**src/rational_arithmetic_unit_macros.svh**
```systemverilog
// Assertion macros used by the rational arithmetic unit RTL.
`ifndef RATIONAL_ARITHMETIC_UNIT_MACROS_SVH
`define RATIONAL_ARITHMETIC_UNIT_MACROS_SVH

// Same-cycle implication, disabled during reset.
`define RAU_ASSERT_IMP(lbl, clk, rst, ante, cons, msg) \
   lbl: assert property (@(posedge clk) disable iff (rst) (ante) |-> (cons)) \
      else $error(msg);

// Next-cycle implication, disabled during reset.
`define RAU_ASSERT_NXT(lbl, clk, rst, ante, cons, msg) \
   lbl: assert property (@(posedge clk) disable iff (rst) (ante) |=> (cons)) \
      else $error(msg);

`endif

```
**src/rau_pkg.sv**
```systemverilog
// Types and constants shared by the rational arithmetic unit modules.
package rau_pkg;

   localparam int OPERAND_WIDTH = 16;
   localparam int PROD_WIDTH    = 2 * OPERAND_WIDTH;
   localparam int NUM_WIDTH     = 2 * OPERAND_WIDTH + 1;
   localparam int RES_NUM_WIDTH = 33;
   localparam int RES_DEN_WIDTH = 31;
   localparam int SHIFT_WIDTH   = $clog2(NUM_WIDTH);
   localparam int COUNT_WIDTH   = $clog2(NUM_WIDTH);
   localparam int QUEUE_DEPTH   = 2;
   localparam int QPTR_WIDTH    = $clog2(QUEUE_DEPTH);

   typedef enum logic [1:0] {
      FUNC_ADD, FUNC_SUB, FUNC_MUL, FUNC_DIV
   } func_type;

   typedef enum logic [1:0] {
      STATUS_OK, STATUS_ZERO_DEN, STATUS_DIV_ZERO
   } status_type;

   typedef enum logic [2:0] {
      FR_IDLE, FR_MUL1, FR_MUL2, FR_MUL3, FR_SUM, FR_PUSH
   } front_state_type;

   typedef enum logic [1:0] {
      BK_IDLE, BK_GCD, BK_DIV, BK_OUT
   } back_state_type;

   typedef struct packed {
      status_type             status;
      logic                   neg;
      logic [NUM_WIDTH-1:0]   n_mag;
      logic [PROD_WIDTH-1:0]  d_mag;
   } entry_type;

   typedef struct packed {
      logic push;
      logic pop;
   } queue_ctrl_type;

   typedef struct packed {
      logic full;
      logic empty;
   } queue_stat_type;

endpackage

```
**src/rau_front.sv**
```systemverilog
// Front end: accepts requests, flags bad operands, forms the cross products.
module rau_front (
   input  logic                                       clock,
   input  logic                                       reset,
   input  logic                                       start,
   output logic                                       busy,
   input  logic [1:0]                                 req_func,
   input  logic signed [rau_pkg::OPERAND_WIDTH-1:0]   req_a_num,
   input  logic signed [rau_pkg::OPERAND_WIDTH-1:0]   req_a_den,
   input  logic signed [rau_pkg::OPERAND_WIDTH-1:0]   req_b_num,
   input  logic signed [rau_pkg::OPERAND_WIDTH-1:0]   req_b_den,
   input  logic                                       q_full,
   output logic                                       q_push,
   output rau_pkg::entry_type                         q_entry
);
   localparam int W  = rau_pkg::OPERAND_WIDTH;
   localparam int PW = rau_pkg::PROD_WIDTH;
   localparam int NW = rau_pkg::NUM_WIDTH;

   rau_pkg::front_state_type state_ff, state_in;
   rau_pkg::func_type        func_ff;
   rau_pkg::status_type      status_ff, status_in;
   logic signed [W-1:0]      an_ff, ad_ff, bn_ff, bd_ff;
   logic signed [W-1:0]      mul_a, mul_b;
   logic signed [PW-1:0]     prod;
   logic signed [PW-1:0]     p1_ff, p2_ff, p3_ff;
   logic [NW-1:0]            n_sum;
   logic                     accept;
   rau_pkg::entry_type       entry_ff;

   assign accept = start && (state_ff == rau_pkg::FR_IDLE);
   assign prod   = mul_a * mul_b;

   always_comb begin
      if (req_a_den == '0 || req_b_den == '0) begin
         status_in = rau_pkg::STATUS_ZERO_DEN;
      end else if (rau_pkg::func_type'(req_func) == rau_pkg::FUNC_DIV && req_b_num == '0) begin
         status_in = rau_pkg::STATUS_DIV_ZERO;
      end else begin
         status_in = rau_pkg::STATUS_OK;
      end
   end

   // next state
   always_comb begin
      state_in = state_ff;
      case (state_ff)
         rau_pkg::FR_IDLE: begin
            if (start) begin
               state_in = (status_in == rau_pkg::STATUS_OK) ? rau_pkg::FR_MUL1
                                                            : rau_pkg::FR_SUM;
            end
         end
         rau_pkg::FR_MUL1: state_in = rau_pkg::FR_MUL2;
         rau_pkg::FR_MUL2: state_in = rau_pkg::FR_MUL3;
         rau_pkg::FR_MUL3: state_in = rau_pkg::FR_SUM;
         rau_pkg::FR_SUM:  state_in = rau_pkg::FR_PUSH;
         rau_pkg::FR_PUSH: begin
            if (!q_full) begin
               state_in = rau_pkg::FR_IDLE;
            end
         end
         default: state_in = rau_pkg::FR_IDLE;
      endcase
   end

   // outputs and multiplier operand select
   always_comb begin
      busy   = (state_ff != rau_pkg::FR_IDLE);
      q_push = (state_ff == rau_pkg::FR_PUSH) && !q_full;
      mul_a  = an_ff;
      mul_b  = bd_ff;
      case (state_ff)
         rau_pkg::FR_MUL1: begin
            mul_a = an_ff;
            mul_b = (func_ff == rau_pkg::FUNC_MUL) ? bn_ff : bd_ff;
         end
         rau_pkg::FR_MUL2: begin
            mul_a = (func_ff == rau_pkg::FUNC_DIV) ? bn_ff : bd_ff;
            mul_b = ad_ff;
         end
         rau_pkg::FR_MUL3: begin
            mul_a = bn_ff;
            mul_b = ad_ff;
         end
         default: begin
            mul_a = an_ff;
            mul_b = bd_ff;
         end
      endcase
   end

   always_comb begin
      case (func_ff)
         rau_pkg::FUNC_ADD: n_sum = {p1_ff[PW-1], p1_ff} + {p3_ff[PW-1], p3_ff};
         rau_pkg::FUNC_SUB: n_sum = {p1_ff[PW-1], p1_ff} - {p3_ff[PW-1], p3_ff};
         default:           n_sum = {p1_ff[PW-1], p1_ff};
      endcase
   end

   always_ff @(posedge clock) begin
      if (reset) begin
         state_ff <= rau_pkg::FR_IDLE;
      end else begin
         state_ff <= state_in;
      end
   end

   always_ff @(posedge clock) begin
      case (state_ff)
         rau_pkg::FR_IDLE: begin
            if (accept) begin
               func_ff   <= rau_pkg::func_type'(req_func);
               status_ff <= status_in;
               an_ff     <= req_a_num;
               ad_ff     <= req_a_den;
               bn_ff     <= req_b_num;
               bd_ff     <= req_b_den;
            end
         end
         rau_pkg::FR_MUL1: p1_ff <= prod;
         rau_pkg::FR_MUL2: p2_ff <= prod;
         rau_pkg::FR_MUL3: p3_ff <= prod;
         rau_pkg::FR_SUM: begin
            entry_ff.status <= status_ff;
            entry_ff.neg    <= n_sum[NW-1] ^ p2_ff[PW-1];
            entry_ff.n_mag  <= n_sum[NW-1] ? (~n_sum + 1'b1) : n_sum;
            entry_ff.d_mag  <= p2_ff[PW-1] ? (~p2_ff + 1'b1) : p2_ff;
         end
         default: begin
         end
      endcase
   end

   assign q_entry = entry_ff;

endmodule

```
**src/rau_queue.sv**
```systemverilog
// Two-entry queue between the front end and the reduction back end.
module rau_queue (
   input  logic                     clock,
   input  logic                     reset,
   input  rau_pkg::queue_ctrl_type  ctrl,
   output rau_pkg::queue_stat_type  stat,
   input  rau_pkg::entry_type       wr_entry,
   output rau_pkg::entry_type       rd_entry
);
   localparam int D  = rau_pkg::QUEUE_DEPTH;
   localparam int PW = rau_pkg::QPTR_WIDTH;

   rau_pkg::entry_type   mem_ff [D];
   logic [PW-1:0]        wr_ptr_ff, rd_ptr_ff;
   logic [PW:0]          count_ff;

   assign stat.full  = (count_ff == (PW+1)'(D));
   assign stat.empty = (count_ff == '0);
   assign rd_entry   = mem_ff[rd_ptr_ff];

   always_ff @(posedge clock) begin
      if (reset) begin
         wr_ptr_ff <= '0;
         rd_ptr_ff <= '0;
         count_ff  <= '0;
      end else begin
         if (ctrl.push) begin
            wr_ptr_ff <= (wr_ptr_ff == PW'(D - 1)) ? '0 : wr_ptr_ff + 1'b1;
         end
         if (ctrl.pop) begin
            rd_ptr_ff <= (rd_ptr_ff == PW'(D - 1)) ? '0 : rd_ptr_ff + 1'b1;
         end
         if (ctrl.push && !ctrl.pop) begin
            count_ff <= count_ff + 1'b1;
         end else if (ctrl.pop && !ctrl.push) begin
            count_ff <= count_ff - 1'b1;
         end
      end
   end

   always_ff @(posedge clock) begin
      if (ctrl.push) begin
         mem_ff[wr_ptr_ff] <= wr_entry;
      end
   end

endmodule

```
**src/rau_back.sv**
```systemverilog
// Back end: binary gcd, two serial dividers and the result strobe.
`include "rational_arithmetic_unit_macros.svh"
module rau_back (
   input  logic                                       clock,
   input  logic                                       reset,
   input  logic                                       q_empty,
   output logic                                       q_pop,
   input  rau_pkg::entry_type                         q_entry,
   output logic                                       rsp_strobe,
   output logic signed [rau_pkg::RES_NUM_WIDTH-1:0]   rsp_res_num,
   output logic [rau_pkg::RES_DEN_WIDTH-1:0]          rsp_res_den,
   output logic [1:0]                                 rsp_status
);
   localparam int NW = rau_pkg::NUM_WIDTH;
   localparam int SW = rau_pkg::SHIFT_WIDTH;
   localparam int CW = rau_pkg::COUNT_WIDTH;

   rau_pkg::back_state_type state_ff, state_in;
   rau_pkg::status_type     status_ff;
   logic                    neg_ff;
   logic [NW-1:0]           nm_ff, dm_ff, x_ff, y_ff;
   logic [SW-1:0]           k_ff;
   logic [NW-1:0]           qn_ff, qd_ff;
   logic [NW:0]             rn_ff, rd_ff;
   logic [CW-1:0]           cnt_ff;
   logic                    trivial;
   logic [NW:0]             rn_sh, rd_sh, y_ext;
   logic [NW-1:0]           num_signed;

   assign trivial = (q_entry.status != rau_pkg::STATUS_OK) || (q_entry.n_mag == '0);
   assign y_ext   = {1'b0, y_ff};
   assign rn_sh   = {rn_ff[NW-1:0], qn_ff[NW-1]};
   assign rd_sh   = {rd_ff[NW-1:0], qd_ff[NW-1]};

   // next state
   always_comb begin
      state_in = state_ff;
      case (state_ff)
         rau_pkg::BK_IDLE: begin
            if (!q_empty) begin
               state_in = trivial ? rau_pkg::BK_OUT : rau_pkg::BK_GCD;
            end
         end
         rau_pkg::BK_GCD: begin
            if (x_ff == '0) begin
               state_in = rau_pkg::BK_DIV;
            end
         end
         rau_pkg::BK_DIV: begin
            if (cnt_ff == CW'(NW - 1)) begin
               state_in = rau_pkg::BK_OUT;
            end
         end
         rau_pkg::BK_OUT: state_in = rau_pkg::BK_IDLE;
         default:         state_in = rau_pkg::BK_IDLE;
      endcase
   end

   // outputs
   always_comb begin
      q_pop      = (state_ff == rau_pkg::BK_IDLE) && !q_empty;
      rsp_strobe = (state_ff == rau_pkg::BK_OUT);
   end

   assign num_signed  = neg_ff ? (~qn_ff + 1'b1) : qn_ff;
   assign rsp_res_num = rau_pkg::RES_NUM_WIDTH'(signed'(num_signed));
   assign rsp_res_den = rau_pkg::RES_DEN_WIDTH'(qd_ff);
   assign rsp_status  = status_ff;

   always_ff @(posedge clock) begin
      if (reset) begin
         state_ff <= rau_pkg::BK_IDLE;
      end else begin
         state_ff <= state_in;
      end
   end

   always_ff @(posedge clock) begin
      case (state_ff)
         rau_pkg::BK_IDLE: begin
            if (!q_empty) begin
               status_ff <= q_entry.status;
               neg_ff    <= q_entry.neg && !trivial;
               nm_ff     <= q_entry.n_mag;
               dm_ff     <= NW'(q_entry.d_mag);
               x_ff      <= q_entry.n_mag;
               y_ff      <= NW'(q_entry.d_mag);
               k_ff      <= '0;
               qn_ff     <= '0;
               qd_ff     <= NW'(1);
            end
         end
         rau_pkg::BK_GCD: begin
            if (x_ff == '0) begin
               // gcd is y << k: strip the power of two now, divide by the odd part
               qn_ff  <= nm_ff >> k_ff;
               qd_ff  <= dm_ff >> k_ff;
               rn_ff  <= '0;
               rd_ff  <= '0;
               cnt_ff <= '0;
            end else if (!x_ff[0] && !y_ff[0]) begin
               x_ff <= x_ff >> 1;
               y_ff <= y_ff >> 1;
               k_ff <= k_ff + 1'b1;
            end else if (!x_ff[0]) begin
               x_ff <= x_ff >> 1;
            end else if (!y_ff[0]) begin
               y_ff <= y_ff >> 1;
            end else if (x_ff >= y_ff) begin
               x_ff <= (x_ff - y_ff) >> 1;
            end else begin
               y_ff <= (y_ff - x_ff) >> 1;
            end
         end
         rau_pkg::BK_DIV: begin
            cnt_ff <= cnt_ff + 1'b1;
            if (rn_sh >= y_ext) begin
               rn_ff <= rn_sh - y_ext;
               qn_ff <= {qn_ff[NW-2:0], 1'b1};
            end else begin
               rn_ff <= rn_sh;
               qn_ff <= {qn_ff[NW-2:0], 1'b0};
            end
            if (rd_sh >= y_ext) begin
               rd_ff <= rd_sh - y_ext;
               qd_ff <= {qd_ff[NW-2:0], 1'b1};
            end else begin
               rd_ff <= rd_sh;
               qd_ff <= {qd_ff[NW-2:0], 1'b0};
            end
         end
         default: begin
         end
      endcase
   end

   `RAU_ASSERT_NXT(a_strobe_single, clock, reset, rsp_strobe, !rsp_strobe, "strobe held twice")
   `RAU_ASSERT_IMP(a_gcd_divisor, clock, reset, state_ff == rau_pkg::BK_GCD, y_ff != '0, "gcd divisor zero")
   `RAU_ASSERT_IMP(a_err_zero, clock, reset, rsp_strobe && rsp_status != rau_pkg::STATUS_OK, rsp_res_num == '0 && rsp_res_den == rau_pkg::RES_DEN_WIDTH'(1), "error result not 0/1")
   `RAU_ASSERT_IMP(a_pop_idle, clock, reset, q_pop, state_ff == rau_pkg::BK_IDLE && !q_empty, "pop outside idle")

endmodule

```
**src/rational_arithmetic_unit.sv**
```systemverilog
// Rational arithmetic unit: add, subtract, multiply or divide two fractions in lowest terms.
//
// Request channel: drive req_func and the four operands with start high; the
// request transfers at a rising edge where start is high and busy is low.
// Result channel: rsp_strobe is high for exactly one cycle with rsp_res_num,
// rsp_res_den (positive) and rsp_status; the receiver cannot stall it.
// After a transfer the front end is busy through three products on one shared
// multiplier, a sum and a queue write (only the sum and the write for an error
// request), and waits in the queue write while the two-entry queue is full.
// The back end runs a queue read, binary-gcd steps (as many as the operand bits
// call for), a step to pick out the gcd, two serial dividers sharing a count,
// and the strobe.
// A zero denominator or division by a zero fraction skips straight from the
// queue read to the strobe with an error status and 0/1.
// Sustained throughput is one item per back-end run.
// Synchronous reset empties the queue and returns both ends to idle; results
// in flight are dropped.
module rational_arithmetic_unit (
   input  logic                                       clock,
   input  logic                                       reset,
   input  logic                                       start,
   output logic                                       busy,
   input  logic [1:0]                                 req_func,
   input  logic signed [rau_pkg::OPERAND_WIDTH-1:0]   req_a_num,
   input  logic signed [rau_pkg::OPERAND_WIDTH-1:0]   req_a_den,
   input  logic signed [rau_pkg::OPERAND_WIDTH-1:0]   req_b_num,
   input  logic signed [rau_pkg::OPERAND_WIDTH-1:0]   req_b_den,
   output logic                                       rsp_strobe,
   output logic signed [rau_pkg::RES_NUM_WIDTH-1:0]   rsp_res_num,
   output logic [rau_pkg::RES_DEN_WIDTH-1:0]          rsp_res_den,
   output logic [1:0]                                 rsp_status
);
   rau_pkg::queue_ctrl_type qctrl;
   rau_pkg::queue_stat_type qstat;
   rau_pkg::entry_type      wr_entry, rd_entry;

   rau_front u_front (
      .clock     (clock),
      .reset     (reset),
      .start     (start),
      .busy      (busy),
      .req_func  (req_func),
      .req_a_num (req_a_num),
      .req_a_den (req_a_den),
      .req_b_num (req_b_num),
      .req_b_den (req_b_den),
      .q_full    (qstat.full),
      .q_push    (qctrl.push),
      .q_entry   (wr_entry)
   );

   rau_queue u_queue (
      .clock    (clock),
      .reset    (reset),
      .ctrl     (qctrl),
      .stat     (qstat),
      .wr_entry (wr_entry),
      .rd_entry (rd_entry)
   );

   rau_back u_back (
      .clock       (clock),
      .reset       (reset),
      .q_empty     (qstat.empty),
      .q_pop       (qctrl.pop),
      .q_entry     (rd_entry),
      .rsp_strobe  (rsp_strobe),
      .rsp_res_num (rsp_res_num),
      .rsp_res_den (rsp_res_den),
      .rsp_status  (rsp_status)
   );

endmodule
```
**config.mk**
```make
export PLATFORM = sky130hd
export DESIGN_NAME = rational_arithmetic_unit
export DESIGN_NICKNAME = d
export VERILOG_FILES = /design/src/rau_pkg.sv /design/src/rau_front.sv /design/src/rau_queue.sv /design/src/rau_back.sv /design/src/rational_arithmetic_unit.sv
export VERILOG_INCLUDE_DIRS = /design/src /design/src/src
export SDC_FILE = /design/constraint.sdc
export NUM_CORES = 2
export LEC_CHECK = 0
export BUFFER_PORTS_ARGS = -buffer_cell sky130_fd_sc_hd__buf_4
export CORE_UTILIZATION = 55
export CTS_CLUSTER_SIZE = 25
export DETAILED_ROUTE_END_ITERATION = 16
export PLACE_DENSITY = 0.78
export SLEW_MARGIN = 15
export SYNTH_ARGS = -nofsm -noshare
export SYNTH_HDL_FRONTEND = slang
export SYNTH_SLANG_ARGS = --single-unit
```
**constraint.sdc**
```tcl
create_clock -name clock -period 18.19 [get_ports clock]
set_input_delay 0 -clock clock [delete_from_list [all_inputs] [get_ports clock]]
set_output_delay 0 -clock clock [all_outputs]
set_load 0.01 [all_outputs]
```
# Yosys cells after proc, flatten, opt, wreduce, memory -nomap -nowiden

Memory sizes are Yosys's and may differ from the RTL's. A register that Yosys moved wholly into a read port is not among the register bits.
Cells that the tools add are included.

RAM bits: 136
Flip-flop bits (word level): 519
Output and inout bits: 68
Memories: 1

Shift operators: 2
Reduce and logical (&&, ||, !) cells: 45
Magnitude comparators: 3
Muxes and demuxes: 60
Bitwise gates (word level): 5
Eq/ne operators: 25
Add/sub/neg operators: 15
Multipliers: 1

Memory list:

| memory         | words | width | rd ports | clocked after memory_dff | write ports | line            | text |
|---|---|---|---|---|---|---|---|
| u_queue.mem_ff | 2     | 68    | 1        | 1                        | 1           | rau_queue.sv:13 | `rau_pkg::entry_type mem_ff [D];` |

Operators by type and width:

| kind                                          | count |
|---|---|
| 2-to-1 mux 33 bit                             | 20 |
| one-hot mux 33 bit (2 select lines)           | 5 |
| one-hot mux 33 bit (3 select lines)           | 2 |
| subtractor 33 bit                             | 4 |
| greater-or-equal comparator 34 x 33 -> 1 bit  | 2 |
| adder 33 x 1 -> 33 bit, second input constant | 2 |
| logical NOT 33 bit                            | 2 |
| inverter 33 bit                               | 2 |
| one-hot mux 16 bit (2 select lines)           | 2 |
| logical NOT 16 bit                            | 3 |
| adder 32 x 32 -> 33 bit                       | 1 |
| greater-or-equal comparator 33 bit            | 1 |
| right shift 32 x 6 -> 33 bit                  | 1 |
| right shift 33 x 6 -> 33 bit                  | 1 |
| subtractor 32 x 32 -> 33 bit                  | 1 |
| adder 32 x 1 -> 32 bit, second input constant | 1 |
| multiplier 16 x 16 -> 32 bit                  | 1 |
| 2-to-1 mux 16 bit                             | 2 |
| 2-to-1 mux 32 bit                             | 1 |
| inverter 32 bit                               | 1 |
| 2-to-1 mux 31 bit                             | 1 |
| 2-to-1 mux 6 bit                              | 4 |
| one-hot mux 6 bit (2 select lines)            | 2 |
| one-hot mux 3 bit (6 select lines)            | 1 |
| 32 further kinds                              | 93 |

# Depth between registers and ports, before layout

Word-level depth: 8
Mapped depth: 34
Gate-level depth less buffers: 29

# Modules after synthesis

Synthesis repeated with hierarchy kept, for this count alone.

Cells, all modules: 4836
Area, all modules: 50085.5 sq um

Modules (own cells, without submodules):

| module    | sequential area each (sq um) | cells an instance | area an instance (sq um) | times used |
|---|---|---|---|---|
| rau_back  | 8358.0                       | 2426              | 22809.4                  | 1 |
| rau_front | 7026.7                       | 2176              | 22073.7                  | 1 |
| rau_queue | 4184.0                       | 234               | 5202.5                   | 1 |

# Worst setup path before layout

Ideal clock, no wire load.

Path type: register to register
From: reg u_front.state_ff[0]
To: reg u_front.p1_ff[31], data pin
Slack: 9.778 ns
Buffers on the path: 3
Clock period less this slack: 8.412 ns
Cell stages (with the launch flop): 31
Arrival time: 8.143 ns
Data required time: 17.921 ns
Library setup time: 0.269 ns
Path through: dfxtp_1 > clkbuf_1 > nand2b_1 > nor2_1 > a21o_1 > clkbuf_1 > nand2_1 > o21ai_1 > clkbuf_1 > nand2_1 > fa_1 > inv_1 > fa_1 > inv_1 > fa_1 > inv_1 > fa_1 > fa_1 > inv_1 > fa_1 > inv_1 > ha_1 > and3_1 > nand2_1 > a2111o_1 > a31oi_1 > nand2_1 > a21oi_1 > o21a_1 > nor2_1 > xnor2_1

Longest elaborated chain between the ends: 4

Ends and longest elaborated chain:

| item                                | line             | text |
|---|---|---|
| start: declaration                  | rau_front.sv:20  | `rau_pkg::front_state_type state_ff, state_in;` |
| start signal: assignment            | rau_front.sv:103 | `state_ff <= rau_pkg::FR_IDLE;` |
| start signal: assignment            | rau_front.sv:105 | `state_ff <= state_in;` |
| == test 3 x 2 -> 1 bit              | rau_front.sv:73  | `case (state_ff)` |
| OR reduction 2 bit (no line)        | --               |  |
| one-hot mux 16 bit (2 select lines) | rau_front.sv:73  |  |
| multiplier 16 x 16 -> 32 bit *      | rau_front.sv:32  | `assign prod = mul_a * mul_b;` |
| named net u_front.prod[31]          | rau_front.sv:25  | `logic signed [PW-1:0] prod;` |
| end signal: assignment              | rau_front.sv:121 | `rau_pkg::FR_MUL1: p1_ff <= prod;` |
| end: declaration                    | rau_front.sv:26  | `logic signed [PW-1:0] p1_ff, p2_ff, p3_ff;` |

The timed path passes the listed nets; every way through them passes the cells marked *.
A chain may end at the register's enable or synchronous reset.

# Final worst setup path

From: reg u_front.state_ff[1]
To: reg u_front.p1_ff[31], data pin

The elaborated chain is that of the path after synthesis.

==> impl_metrics.yaml <==
critical_path:
  cp.arrival_ns: 8.95
  reg2reg_slack_ns: 9.58
  crit_family: "adder cells"
  ff2ff_path_depth: 28
  cp-end-kind: "flip-flop"
  crit_top_cell: "fa_1"
  cp_slowest_cell: "o21ai_1"
  cp.required_ns: 18.53
  crit_path_start: "u_front.state_ff[1]"
  critPathKind: "reg2reg"
  slowest_delay_ns: 0.65
  cp-endpoint: "u_front.p1_ff[31]"
  path_buf_inv: 6
  r2r-start: "u_front.state_ff[1]"
  worstPathMaxFanout: 33
  r2r_end: "u_front.p1_ff[31]"
  crit_cells: 28
  cp-start-kind: "flip-flop"
clock_tree:
  cts-htree-levels: 3
  cts_tree: "built"
  clockBufferDepth: 3
  cts_setup_buffers: 0
  cts.sink_count: 655
  cts-root-buf: "clkbuf_16"
  insertion_delay_ns: 0.63
  clk_pin_slew_worst_paths_ns: 0.07
  numCtsBuffers: 70
place:
  numPortBuffers: 136
  gp_congestion: 1.02
  hpwl_mm: 100
logic_synthesis:
  synthCells: 4687
  yosysWarnings: 0
  syn_area_mm2: 0.0490
  synth.area.mux_share_pct: 5.91
  synth_top_family_by_area: "adder cells"
  ys_seq_area_share_pct: 39.9
  synth_cell_type_count: 93
  synthFlopType: "edfxtp_1"
  synth_edf_count: 645
  ys_async_sr_fraction_pct: 0
  synth-xor-area-share_pct: 5.39
  synth-seq-cells: 655
  avgSynthCellArea_um2: 10.5
  synth_compound_area_share_pct: 13.7
  yosys.area_share.adder_pct: 17.4
  synth_simple_gate_area_share_pct: 12.2
  syn_nets: 5278
die:
  core_mm2: 0.0884
  die_w_um: 301
  num_io_pins: 137
  die_h_um: 301
  fp.dieArea_mm2: 0.0903
  num_rows: 109
  initial_core_util_pct: 55.5
finish:
  layout.nets: 5360
  area_growth_pct: 9.97
  insertedDiodeCount: 0
  final_layout_size_suffix_gt1_share_pct: 9.81
hold_path:
  min_from: "req_a_num[5]"
  holdCritPathClass: "in2reg"
timing:
  fmax_mhz: 116
  slew-limit-headroom_pct: 19.7
  rsz0062_at_grt: "no"
  finalCriticalPeriod_ns: 8.61
  tightestPinTransition_ns: 1.20
  finalSetupTns_ns: 0
  finalSetupViolCount: 0
  clock_skew_ns: 0.0294
  final_hold_viol_count: 0
  min_period_over_period_pct: 47.3
  drv_slew: 0
route:
  first_pass_iters: 8
  vias: 37000
  remaining_drc_errors: 0
  routedWlPerCell_um: 22.5
  antenna_left: 0
  drt-initial-drc-count: 3973
  route.final.wire_length_mm: 134
  viasPerCell: 6.19
grt:
  grt_use_total_pct: 29.7
  grt_pass1_vias: 36500
  grt_overflow: 0
  grt_start_max_net_pins: 99
  grt_pass1_wl_mm: 207
  antenna_found_initial: 1
status:
  status: "finished clean"
job:
  cap_viol_max_count: 0
## how the worst min path moves through the flow
| stage | endpoint | cells past startpoint |
|---|---|---|
| after floorplan | u_front.ad_ff[0] | 0 |
| after global placement | u_front.an_ff[1] | 1 |
| after detailed placement | u_front.an_ff[11] | 1 |
| after CTS | u_front.an_ff[7] | 2 |
| after global routing | u_front.ad_ff[11] | 2 |
| final | u_front.an_ff[5] | 2 |
## synth_stat cells (44+ instances only)
| library cell | number | share of area [%] |
|---|---|---|
| nor2b_1 | 81 | 1.0 |
| clkbuf_1 | 172 | 1.3 |
| nand3_1 | 68 | 0.69 |
| mux2_2 | 85 | 2.0 |
| xnor2_1 | 216 | 3.9 |
| fa_1 | 267 | 11 |
| nand2b_1 | 59 | 0.75 |
| ha_1 | 255 | 6.5 |
| nand2_1 | 394 | 3.0 |
| xor2_1 | 84 | 1.5 |
| nor3_1 | 51 | 0.52 |
| mux2i_1 | 95 | 1.9 |
| nor2_1 | 389 | 3.0 |
| a31oi_1 | 57 | 0.73 |
| a21oi_1 | 276 | 2.8 |
| edfxtp_1 | 645 | 40 |
| o21a_1 | 55 | 0.84 |
| o21ai_0 | 182 | 1.9 |
| a22oi_1 | 81 | 1.2 |
| a21o_1 | 101 | 1.5 |
| mux4_2 | 44 | 2.0 |
| inv_1 | 423 | 3.2 |
## per-layer routing
metal	GRT usage, %	part of all wire, %	vias up
li1	-	-	16800
met1	37.4	39	18100
met2	49.4	48	1772
met3	4.68	7.9	391
met4	15.5	5.8	0
met5	0	0	-
## cell usage in the layout, fill, tap and decap left out, drive strengths merged, types with 81 or more instances in the layout
master	instances
a21o	101
a21oi	276
a22oi	81
buf	187
clkbuf	89
edfxtp	645
fa	267
ha	255
inv	428
mux2	85
mux2i	95
nand2	394
nor2	390
nor2b	81
o21ai	205
xnor2	217
xor2	84
## area by class of cell
class | instances | area (um2)
Fill cell | 6963 | 34500
Multi-Input combinational cell | 3360 | 26900
Sequential cell | 655 | 19600
Timing Repair Buffer | 255 | 2080
Clock buffer | 89 | 1930
Inverter | 427 | 1600
Tap cell | 1165 | 1460
Clock inverter | 36 | 403
## what timing repair did
| item | in CTS | in global routing |
|---|---|---|
| hold buffers | 68 | 0 |
| endpoints found under the hold margin | 82 | 0 |
| gates resized for setup | 0 | 0 |
## logic make-up after synthesis
logic type | after synthesis
AO/OA/AOI/OAI | 1037
buffers and inverters | 672
AND/OR/NAND/NOR | 1276
adder cells (fa/ha/maj) | 522
XOR/XNOR | 301
flip-flops | 655
multiplexers | 224
## registers in the layout, indices dropped and copies added, names as in the netlist, 33 cells and up, named ones only
name	count
u_back.rd_ff	33
u_back.qn_ff	33
u_back.nm_ff	33
u_back.qd_ff	33
u_queue.mem_ff	136
u_front.q_entry	68
u_back.rn_ff	33
u_back.x_ff	33
## metrics by stage
stage	instances	cell area [um2]	setup WS, ns	utilization, %	hold slack [ns]
after detailed placement	5794	50900	9.76	57.6	0.180
after floorplan	4687	49000	9.78	-	0.0989
after global placement	5794	50900	9.89	57.6	0.179
after global routing	5987	53900	8.91	61.0	0.0929
after CTS	5987	53900	9.72	61.0	0.0903
final	5987	53900	9.58	61.0	0.106
Power is not shown: default switching activity piles up to over one toggle a cycle in this logic, so the estimate is an artifact.
